### src/hdl/sa_pkg.sv
`timescale 1ns / 1ps
// ----------------------------------------------------------------------------
// sa_pkg
// Shared constants, codes and structs of the stack allocator.
// ----------------------------------------------------------------------------
package sa_pkg;

  // Sizes of the pool and of the block stack
  localparam int POOL_MAX     = 65536;
  localparam int MAX_BLOCKS   = 256;
  localparam int HEADER_BYTES = 4;
  localparam int ALIGN_MAX    = 6;

  localparam int OFS_W   = 16;                     // payload offset / block start
  localparam int USED_W  = 17;                     // top offset, pool size
  localparam int IDX_W   = $clog2(MAX_BLOCKS);     // stack entry index
  localparam int CNT_W   = IDX_W + 1;              // block count, 0..MAX_BLOCKS
  localparam int ALIGN_W = 3;
  localparam int MASK_W  = ALIGN_MAX + 1;

  // Configuration register indexes
  localparam logic CFG_POOL_BYTES = 1'b0;
  localparam logic CFG_ALIGN_LOG2 = 1'b1;

  typedef enum logic [1:0] {
    MODE_ALLOC = 2'd0,
    MODE_FREE  = 2'd1,
    MODE_CLEAR = 2'd2,
    MODE_NOP   = 2'd3
  } mode_e;

  typedef enum logic [1:0] {
    ST_OK         = 2'd0,
    ST_NO_SPACE   = 2'd1,
    ST_NOT_TOP    = 2'd2,
    ST_STACK_FULL = 2'd3
  } status_e;

  // Access to the block start memory
  typedef struct packed {
    logic             we;
    logic [IDX_W-1:0] waddr;
    logic [OFS_W-1:0] wdata;
    logic             re;
    logic [IDX_W-1:0] raddr;
  } mem_req_t;

  // One result
  typedef struct packed {
    status_e           status;
    logic [OFS_W-1:0]  addr_out;
    logic [USED_W-1:0] used_bytes;
  } result_t;

endpackage

### src/hdl/sa_stack_mem.sv
`timescale 1ns / 1ps
// ----------------------------------------------------------------------------
// sa_stack_mem
// Block start memory: one write port, one read port, registered read data.
// ----------------------------------------------------------------------------
module sa_stack_mem (
  input  logic                     clk_i,
  input  sa_pkg::mem_req_t         req_i,
  output logic [sa_pkg::OFS_W-1:0] rdata_o
);

  logic [sa_pkg::OFS_W-1:0] mem_q [sa_pkg::MAX_BLOCKS];

  // write port
  always_ff @(posedge clk_i) begin
    if (req_i.we) begin
      mem_q[req_i.waddr] <= req_i.wdata;
    end
  end

  // read port, registered read data
  always_ff @(posedge clk_i) begin
    if (req_i.re) begin
      rdata_o <= mem_q[req_i.raddr];
    end
  end

endmodule

### src/hdl/sa_ctrl.sv
`timescale 1ns / 1ps
// ----------------------------------------------------------------------------
// sa_ctrl
// Allocator state and request decode: top offset, block count, cached top
// block start and configuration registers; drives the block start memory.
// ----------------------------------------------------------------------------
module sa_ctrl (
  input  logic                        clk_i,
  input  logic                        rst_ni,
  // configuration
  input  logic                        cfg_we_i,
  input  logic                        cfg_idx_i,
  input  logic [sa_pkg::USED_W-1:0]   cfg_data_i,
  // request
  input  logic                        req_fire_i,
  input  logic [1:0]                  mode_i,
  input  logic [sa_pkg::OFS_W-1:0]    req_size_i,
  input  logic [sa_pkg::OFS_W-1:0]    addr_i,
  output sa_pkg::result_t             result_o,
  output logic                        busy_o,
  // memory
  output sa_pkg::mem_req_t            mem_req_o,
  input  logic [sa_pkg::OFS_W-1:0]    mem_rdata_i
);

  logic [sa_pkg::USED_W-1:0]  pool_q;
  logic [sa_pkg::ALIGN_W-1:0] align_q;

  logic [sa_pkg::USED_W-1:0] top_q, top_d;
  logic [sa_pkg::CNT_W-1:0]  cnt_q, cnt_d;
  logic [sa_pkg::OFS_W-1:0]  tstart_q, tstart_d;
  logic                      fill_q, fill_d;

  logic [sa_pkg::ALIGN_W-1:0] align_eff;
  logic [sa_pkg::MASK_W-1:0]  align_mask;
  logic [sa_pkg::USED_W-1:0]  total;
  logic [sa_pkg::USED_W-1:0]  blk_size;
  logic [sa_pkg::USED_W:0]    end_ofs;
  logic [sa_pkg::USED_W-1:0]  pool_lim;
  logic [sa_pkg::OFS_W-1:0]   top_payload;
  logic [sa_pkg::CNT_W-1:0]   below_top;
  sa_pkg::mode_e              mode;

  assign mode = sa_pkg::mode_e'(mode_i);

  // configuration registers
  always_ff @(posedge clk_i or negedge rst_ni) begin
    if (!rst_ni) begin
      pool_q  <= sa_pkg::USED_W'(sa_pkg::POOL_MAX);
      align_q <= sa_pkg::ALIGN_W'(2);
    end else if (cfg_we_i) begin
      if (cfg_idx_i == sa_pkg::CFG_POOL_BYTES) begin
        pool_q <= cfg_data_i;
      end else begin
        align_q <= cfg_data_i[sa_pkg::ALIGN_W-1:0];
      end
    end
  end

  // block size: header added, rounded up to the alignment
  assign align_eff  = (align_q > sa_pkg::ALIGN_W'(sa_pkg::ALIGN_MAX))
                      ? sa_pkg::ALIGN_W'(sa_pkg::ALIGN_MAX) : align_q;
  assign align_mask = (sa_pkg::MASK_W'(1) << align_eff) - sa_pkg::MASK_W'(1);
  assign total      = {1'b0, req_size_i} + sa_pkg::USED_W'(sa_pkg::HEADER_BYTES);
  assign blk_size   = (total + sa_pkg::USED_W'(align_mask))
                      & ~sa_pkg::USED_W'(align_mask);

  // space check against the clamped pool size
  assign pool_lim = (pool_q > sa_pkg::USED_W'(sa_pkg::POOL_MAX))
                    ? sa_pkg::USED_W'(sa_pkg::POOL_MAX) : pool_q;
  assign end_ofs  = {1'b0, top_q} + {1'b0, blk_size};

  assign top_payload = tstart_q + sa_pkg::OFS_W'(sa_pkg::HEADER_BYTES);
  assign below_top   = cnt_q - sa_pkg::CNT_W'(2);

  // request decode and next state
  always_comb begin
    top_d    = top_q;
    cnt_d    = cnt_q;
    tstart_d = tstart_q;
    fill_d   = 1'b0;
    mem_req_o          = '0;
    result_o.status    = sa_pkg::ST_OK;
    result_o.addr_out  = '0;

    // new top entry arrives from memory after a pop
    if (fill_q) begin
      tstart_d = mem_rdata_i;
    end

    if (req_fire_i) begin
      case (mode)
        sa_pkg::MODE_ALLOC: begin
          if (cnt_q >= sa_pkg::CNT_W'(sa_pkg::MAX_BLOCKS)) begin
            result_o.status = sa_pkg::ST_STACK_FULL;
          end else if (end_ofs > {1'b0, pool_lim}) begin
            result_o.status = sa_pkg::ST_NO_SPACE;
          end else begin
            mem_req_o.we      = 1'b1;
            mem_req_o.waddr   = cnt_q[sa_pkg::IDX_W-1:0];
            mem_req_o.wdata   = top_q[sa_pkg::OFS_W-1:0];
            cnt_d             = cnt_q + sa_pkg::CNT_W'(1);
            tstart_d          = top_q[sa_pkg::OFS_W-1:0];
            top_d             = end_ofs[sa_pkg::USED_W-1:0];
            result_o.addr_out = top_q[sa_pkg::OFS_W-1:0]
                                + sa_pkg::OFS_W'(sa_pkg::HEADER_BYTES);
          end
        end
        sa_pkg::MODE_FREE: begin
          if (cnt_q == '0 || top_payload != addr_i) begin
            result_o.status = sa_pkg::ST_NOT_TOP;
          end else begin
            cnt_d = cnt_q - sa_pkg::CNT_W'(1);
            top_d = {1'b0, tstart_q};
            // fetch the block that becomes the top
            if (cnt_q != sa_pkg::CNT_W'(1)) begin
              mem_req_o.re    = 1'b1;
              mem_req_o.raddr = below_top[sa_pkg::IDX_W-1:0];
              fill_d          = 1'b1;
            end
          end
        end
        sa_pkg::MODE_CLEAR: begin
          top_d = '0;
          cnt_d = '0;
        end
        default: begin
        end
      endcase
    end

    result_o.used_bytes = top_d;
  end

  // state registers
  always_ff @(posedge clk_i or negedge rst_ni) begin
    if (!rst_ni) begin
      top_q  <= '0;
      cnt_q  <= '0;
      fill_q <= 1'b0;
    end else begin
      top_q  <= top_d;
      cnt_q  <= cnt_d;
      fill_q <= fill_d;
    end
  end

  always_ff @(posedge clk_i) begin
    tstart_q <= tstart_d;
  end

  assign busy_o = fill_q;

endmodule

### src/hdl/stack_allocator.sv
`timescale 1ns / 1ps
// ----------------------------------------------------------------------------
// stack_allocator
// Stack (bump) allocator over a byte pool with a stack of block starts.
//
// Requests come in on a valid/ready channel (mode, req_size, addr); each one
// gives exactly one result (status, addr_out, used_bytes) on a valid/ready
// output channel. The result sits in an output register and shows up the
// cycle after the request is taken.
// Throughput is one request per cycle when nothing stalls. A free that
// uncovers an older block holds off the next request while the new top
// block start is read from the block start memory (one read port).
// A new request is taken while a result waits only if that result is taken
// in the same cycle; a stalled receiver holds the result and backs up the
// request channel.
// Configuration: cfg_we_i writes pool_bytes (index 0) or align_log2
// (index 1); the user must do so only while the block is idle, as the
// block does not enforce it. Reset empties the pool, sets pool_bytes to
// 65536 and align_log2 to 2; the block start memory needs no clearing.
// ----------------------------------------------------------------------------
module stack_allocator (
  input  logic                      clk_i,
  input  logic                      rst_ni,
  // configuration
  input  logic                      cfg_we_i,
  input  logic                      cfg_idx_i,
  input  logic [sa_pkg::USED_W-1:0] cfg_data_i,
  // requests
  input  logic                      in_valid_i,
  output logic                      in_ready_o,
  input  logic [1:0]                mode_i,
  input  logic [sa_pkg::OFS_W-1:0]  req_size_i,
  input  logic [sa_pkg::OFS_W-1:0]  addr_i,
  // results
  output logic                      out_valid_o,
  input  logic                      out_ready_i,
  output logic [1:0]                status_o,
  output logic [sa_pkg::OFS_W-1:0]  addr_out_o,
  output logic [sa_pkg::USED_W-1:0] used_bytes_o
);

  sa_pkg::mem_req_t         mem_req;
  logic [sa_pkg::OFS_W-1:0] mem_rdata;
  sa_pkg::result_t          result;
  logic                     busy;
  logic                     in_fire;

  logic                      out_valid_q;
  logic [1:0]                status_q;
  logic [sa_pkg::OFS_W-1:0]  addr_out_q;
  logic [sa_pkg::USED_W-1:0] used_q;

  assign in_ready_o = !busy && (!out_valid_q || out_ready_i);
  assign in_fire    = in_valid_i && in_ready_o;

  sa_ctrl u_ctrl (
    .clk_i       (clk_i),
    .rst_ni      (rst_ni),
    .cfg_we_i    (cfg_we_i),
    .cfg_idx_i   (cfg_idx_i),
    .cfg_data_i  (cfg_data_i),
    .req_fire_i  (in_fire),
    .mode_i      (mode_i),
    .req_size_i  (req_size_i),
    .addr_i      (addr_i),
    .result_o    (result),
    .busy_o      (busy),
    .mem_req_o   (mem_req),
    .mem_rdata_i (mem_rdata)
  );

  sa_stack_mem u_mem (
    .clk_i   (clk_i),
    .req_i   (mem_req),
    .rdata_o (mem_rdata)
  );

  // output register
  always_ff @(posedge clk_i or negedge rst_ni) begin
    if (!rst_ni) begin
      out_valid_q <= 1'b0;
    end else if (in_fire) begin
      out_valid_q <= 1'b1;
    end else if (out_ready_i) begin
      out_valid_q <= 1'b0;
    end
  end

  always_ff @(posedge clk_i) begin
    if (in_fire) begin
      status_q   <= result.status;
      addr_out_q <= result.addr_out;
      used_q     <= result.used_bytes;
    end
  end

  assign out_valid_o  = out_valid_q;
  assign status_o     = status_q;
  assign addr_out_o   = addr_out_q;
  assign used_bytes_o = used_q;

  // checks
  a_busy_blocks: assert property (@(posedge clk_i) disable iff (!rst_ni)
    busy |-> !in_ready_o)
    else $error("request taken while top block start is being fetched");

  a_result_follows: assert property (@(posedge clk_i) disable iff (!rst_ni)
    in_fire |=> out_valid_o)
    else $error("accepted request gave no result");

  a_used_bound: assert property (@(posedge clk_i) disable iff (!rst_ni)
    out_valid_o |-> used_bytes_o <= sa_pkg::USED_W'(sa_pkg::POOL_MAX))
    else $error("bytes in use exceed the pool");

  a_fail_no_addr: assert property (@(posedge clk_i) disable iff (!rst_ni)
    (out_valid_o && status_o != sa_pkg::ST_OK) |-> addr_out_o == '0)
    else $error("failed request reports an address");

endmodule

### config.mk
export PLATFORM = sky130hd
export DESIGN_NAME = stack_allocator
export DESIGN_NICKNAME = d
export VERILOG_FILES = /design/src/hdl/sa_pkg.sv /design/src/hdl/sa_stack_mem.sv /design/src/hdl/sa_ctrl.sv /design/src/hdl/stack_allocator.sv
export SDC_FILE = /design/constraint.sdc
export NUM_CORES = 2
export LEC_CHECK = 0
export BUFFER_PORTS_ARGS = -buffer_cell sky130_fd_sc_hd__buf_2
export CAP_MARGIN = 20
export CORE_ASPECT_RATIO = 2
export CORE_MARGIN = 3
export CORE_UTILIZATION = 45
export DETAILED_ROUTE_END_ITERATION = 12
export PLACE_DENSITY_LB_ADDON = 0.15
export SETUP_SLACK_MARGIN = 0.1
export SLEW_MARGIN = 0
export SYNTH_ARGS = -nofsm -noshare
export SYNTH_HDL_FRONTEND = slang
export SYNTH_HIERARCHICAL = 1
export SYNTH_SLANG_ARGS = --single-unit
### constraint.sdc
create_clock -name clk_i -period 39.2 [get_ports clk_i]
set_input_delay 1.96 -clock clk_i [delete_from_list [all_inputs] [get_ports clk_i]]
set_output_delay 1.96 -clock clk_i [all_outputs]
set_load 0.01 [all_outputs]
==> out/metrics.yaml <==
cts_setup_buffers: 0
grt_usage_pct: 25.7
clkLatencyLatePin_ns: 0.95
cp.arrival_ns: 11.19
slew_headroom_pct: 8.45
syn-instance-count: 8098
final-hold-violation-count: 0
regArea_um2: 126000
endpoint_kind: "flop"
internal_power_mw: 6.93
peakVddDrop_mv: 0.0379
yosysTopAreaCell: "edfxtp_1"
synth_ff_type: "edfxtp_1"
n_fill_cell: 29352
syn-num-nets: 8218
yosysUniqueCellTypes: 79
setup_viol: 0
synth.avg_cell_area_um2: 20.5
ys_warn_count: 6
numClockSinks: 4211
cts_htree_levels: 5
drive_above_1_share_pct: 24.2
final_antenna_net_count: 0
remaining_drc_errors: 0
maxCapViolCount: 0
synth_edf_count: 4147
critPathMostFrequentCell: "o21ai_0"
numCtsBuffers: 367
ios: 94
root_buffer: "clkbuf_16"
first_iter_violations: 8727
first_pass_iters: 6
cts_resized: 0
worst_path_max_delay_cell: "nor2_2"
grt_pass1_vias: 85930
final_nets: 8605
tightest_slew_ns: 1.37
ys_top_cells_by_count: "edfxtp_1 (4147), mux4_2 (797), mux2i_1 (586), nor2_1 (371), o221ai_1 (252)"
period_minus_slack_ns: 10.63
die_w_um: 435
fin_worst_skew_ns: 0.0842
min_from: "u_mem/rdata_o[14]"
finalWeightedCongestion: 0.906
syn_area_um2: 166000
placed_cells: 13004
slew_viol_final: 0
r2r-start: "u_ctrl/tstart_q[4]"
hold_path_end: "u_ctrl/tstart_q[14]"
grt_overflow: 0
area_growth_pct: 11.8
grt_pass1_wl_mm: 682
path_max_fanout: 16
power_frac_seq_pct: 56.6
setup_tns_ns: 0
crit_required_ns: 39.76
seq_area_frac_synth_pct: 76.0
die_h_um: 865
rows: 314
wire_per_inst_um: 35.8
vias_per_cell: 6.14
fmax_ghz: 0.0941
holdBufCountCts: 0
synth.most_common_cell: "edfxtp_1"
r2r_setup_slack_ns: 28.95
dieArea_um2: 376000
clockBufferDepth: 4
cpPeakStageDelay_ns: 0.85
port_buffers: 93
synthTopCellsByArea: "edfxtp_1 (75%), mux4_2 (11%), mux2i_1 (3.5%)"
cts_tree: "done"
path_clk_slew_ns: 0.07
dp_hpwl_mm: 314
multiInputGateArea_um2: 37500
r2r_cells: 16
period_share_pct: 27.1
synth_seq_cells: 4211
core_um2: 366000
yosysTopAreaCellShare_pct: 75.1
p_sw_mw: 1.78
sw_frac_of_total_pct: 20.4
r2r-end: "u_mem/rdata_o[14]"
async_reset_ff_share_pct: 1.14
clkPwrFrac_pct: 41.3
layout.cells.non_filler: 13695
pwr-share-comb_pct: 2.1
wirelength_mm: 490
critPathLaunchType: "input pin"
hold_path.class: "reg2reg"
rsz0062_at_grt: "no"
power_density_nw_per_um2: 46.9
leakagePower_nw: 58.5
status: "complete, no violations"
grt_max_degree: 194
vias: 84092
antenna_found_initial: 26
critical_path_class: "in2reg"
min_path_cells: 2
initial_core_util_pct: 45.3
## worst max-delay path, delay by kind of cell
family | cells | cell delay (ns)
and+or+nand+nor | 10 | 3.98
AOI/OAI and AO/OA | 12 | 2.60
adders and majority gates | 4 | 1.14
buffers and inverters | 5 | 0.88
xor gates and xnor gates | 2 | 0.53
## cell type report
type | instances | area share, %
flip-flops and latches | 4211 | 68.0
multi-input cells | 3352 | 20.2
clock inverters | 211 | 1.06
repair buffers | 505 | 2.13
well taps | 4898 | 3.30
inverters | 48 | 0.104
clock buffers | 449 | 5.21
diodes | 21 | 0.0283
## through the flow
step	setup WS [ns]	util [%]	instance area, µm²	total power, mW	hold WS, ns
finish	28.57	50.7	185000	8.71	0.517
global route	28.03	50.6	185000	8.96	0.534
CTS	28.73	50.6	185000	8.78	0.514
detailed placement	27.72	47.4	174000	5.21	0.513
global placement	26.76	47.3	173000	5.21	0.504
floorplan	24.92	-	166000	5.13	0.491
## cells by family after synthesis
family,after synthesis,synth area share (%)
xor+xnor,64,0.338
fa+ha+maj,63,0.484
mux,1490,15.1
other cells,1,0.00226
buf+inv,535,1.83
simple gates,790,2.20
flops,4211,76.0
compound gates,944,4.04
## sequential cells by signal, indices dropped and copies added (netlist names)
register         count
u_ctrl/busy_o        1
u_mem/mem_q       4096
addr_out_o          16
u_ctrl/cnt_q         9
u_ctrl/top_q        17
u_ctrl/pool_q       17
out_valid_o          1
u_mem/rdata_o       16
u_ctrl/tstart_q     16
status_o             2
u_ctrl/align_q       3
used_bytes_o        17
## power groups by stage
| stage | clock, mW | combinational (mW) | sequential, mW |
|---|---|---|---|
| detailed placement | 0 | 0.178 | 5.03 |
| global route | 3.84 | 0.197 | 4.93 |
| floorplan | 0 | 0.128 | 5.00 |
| CTS | 3.68 | 0.179 | 4.93 |
| finish | 3.60 | 0.180 | 4.93 |
| global placement | 0 | 0.179 | 5.03 |
## worst max path at each step
| stage | from | end | slack (ns) | depth (start not counted) |
|---|---|---|---|---|
| after floorplan | req_size_i[1] | u_mem/mem_q[0][0] | 24.92 | 27 |
| after global placement | req_size_i[2] | u_mem/mem_q[49][6] | 26.76 | 32 |
| after detailed placement | req_size_i[2] | u_mem/mem_q[60][6] | 27.72 | 33 |
| after CTS | req_size_i[2] | u_mem/mem_q[61][14] | 28.73 | 33 |
| after global routing | req_size_i[2] | u_mem/mem_q[49][4] | 28.03 | 33 |
| final | req_size_i[2] | u_mem/mem_q[49][0] | 28.57 | 33 |
## per-layer routing
metal	up-vias	share of wire (%)	GRT usage [%]
li1	34633	-	-
met1	45244	34	29.3
met2	3297	52	45.4
met3	910	5.8	3.77
met4	8	7.7	16.3
met5	-	0.012	0
## placed cells by master (no fill, tap or decap), types with 24 or more instances in the layout
| master | Yosys | routed |
|---|---|---|
| a211oi_1 | 24 | 24 |
| a21oi_1 | 200 | 199 |
| a221oi_1 | 28 | 28 |
| a22o_1 | 34 | 34 |
| a22oi_1 | 58 | 58 |
| and3_1 | 37 | 35 |
| buf_2 | 84 | 94 |
| buf_4 | 32 | 377 |
| bufinv_16 | 0 | 32 |
| clkbuf_1 | 248 | 73 |
| clkbuf_16 | 0 | 375 |
| clkinv_1 | 1 | 70 |
| clkinv_2 | 0 | 71 |
| dfrtp_1 | 46 | 46 |
| edfxtp_1 | 4147 | 4147 |
| ha_1 | 61 | 61 |
| inv_1 | 45 | 43 |
| mux2_2 | 107 | 107 |
| mux2i_1 | 586 | 586 |
| mux4_2 | 797 | 797 |
| nand2_1 | 85 | 83 |
| nand3_1 | 59 | 50 |
| nand4_1 | 37 | 37 |
| nor2_1 | 371 | 259 |
| nor2_2 | 0 | 90 |
| nor3_1 | 106 | 84 |
| nor4_1 | 24 | 24 |
| o21ai_0 | 56 | 53 |
| o221ai_1 | 252 | 252 |
| o22ai_1 | 150 | 150 |
| xnor2_1 | 41 | 41 |
No activity file was read; power rests on OpenSTA's default activity.
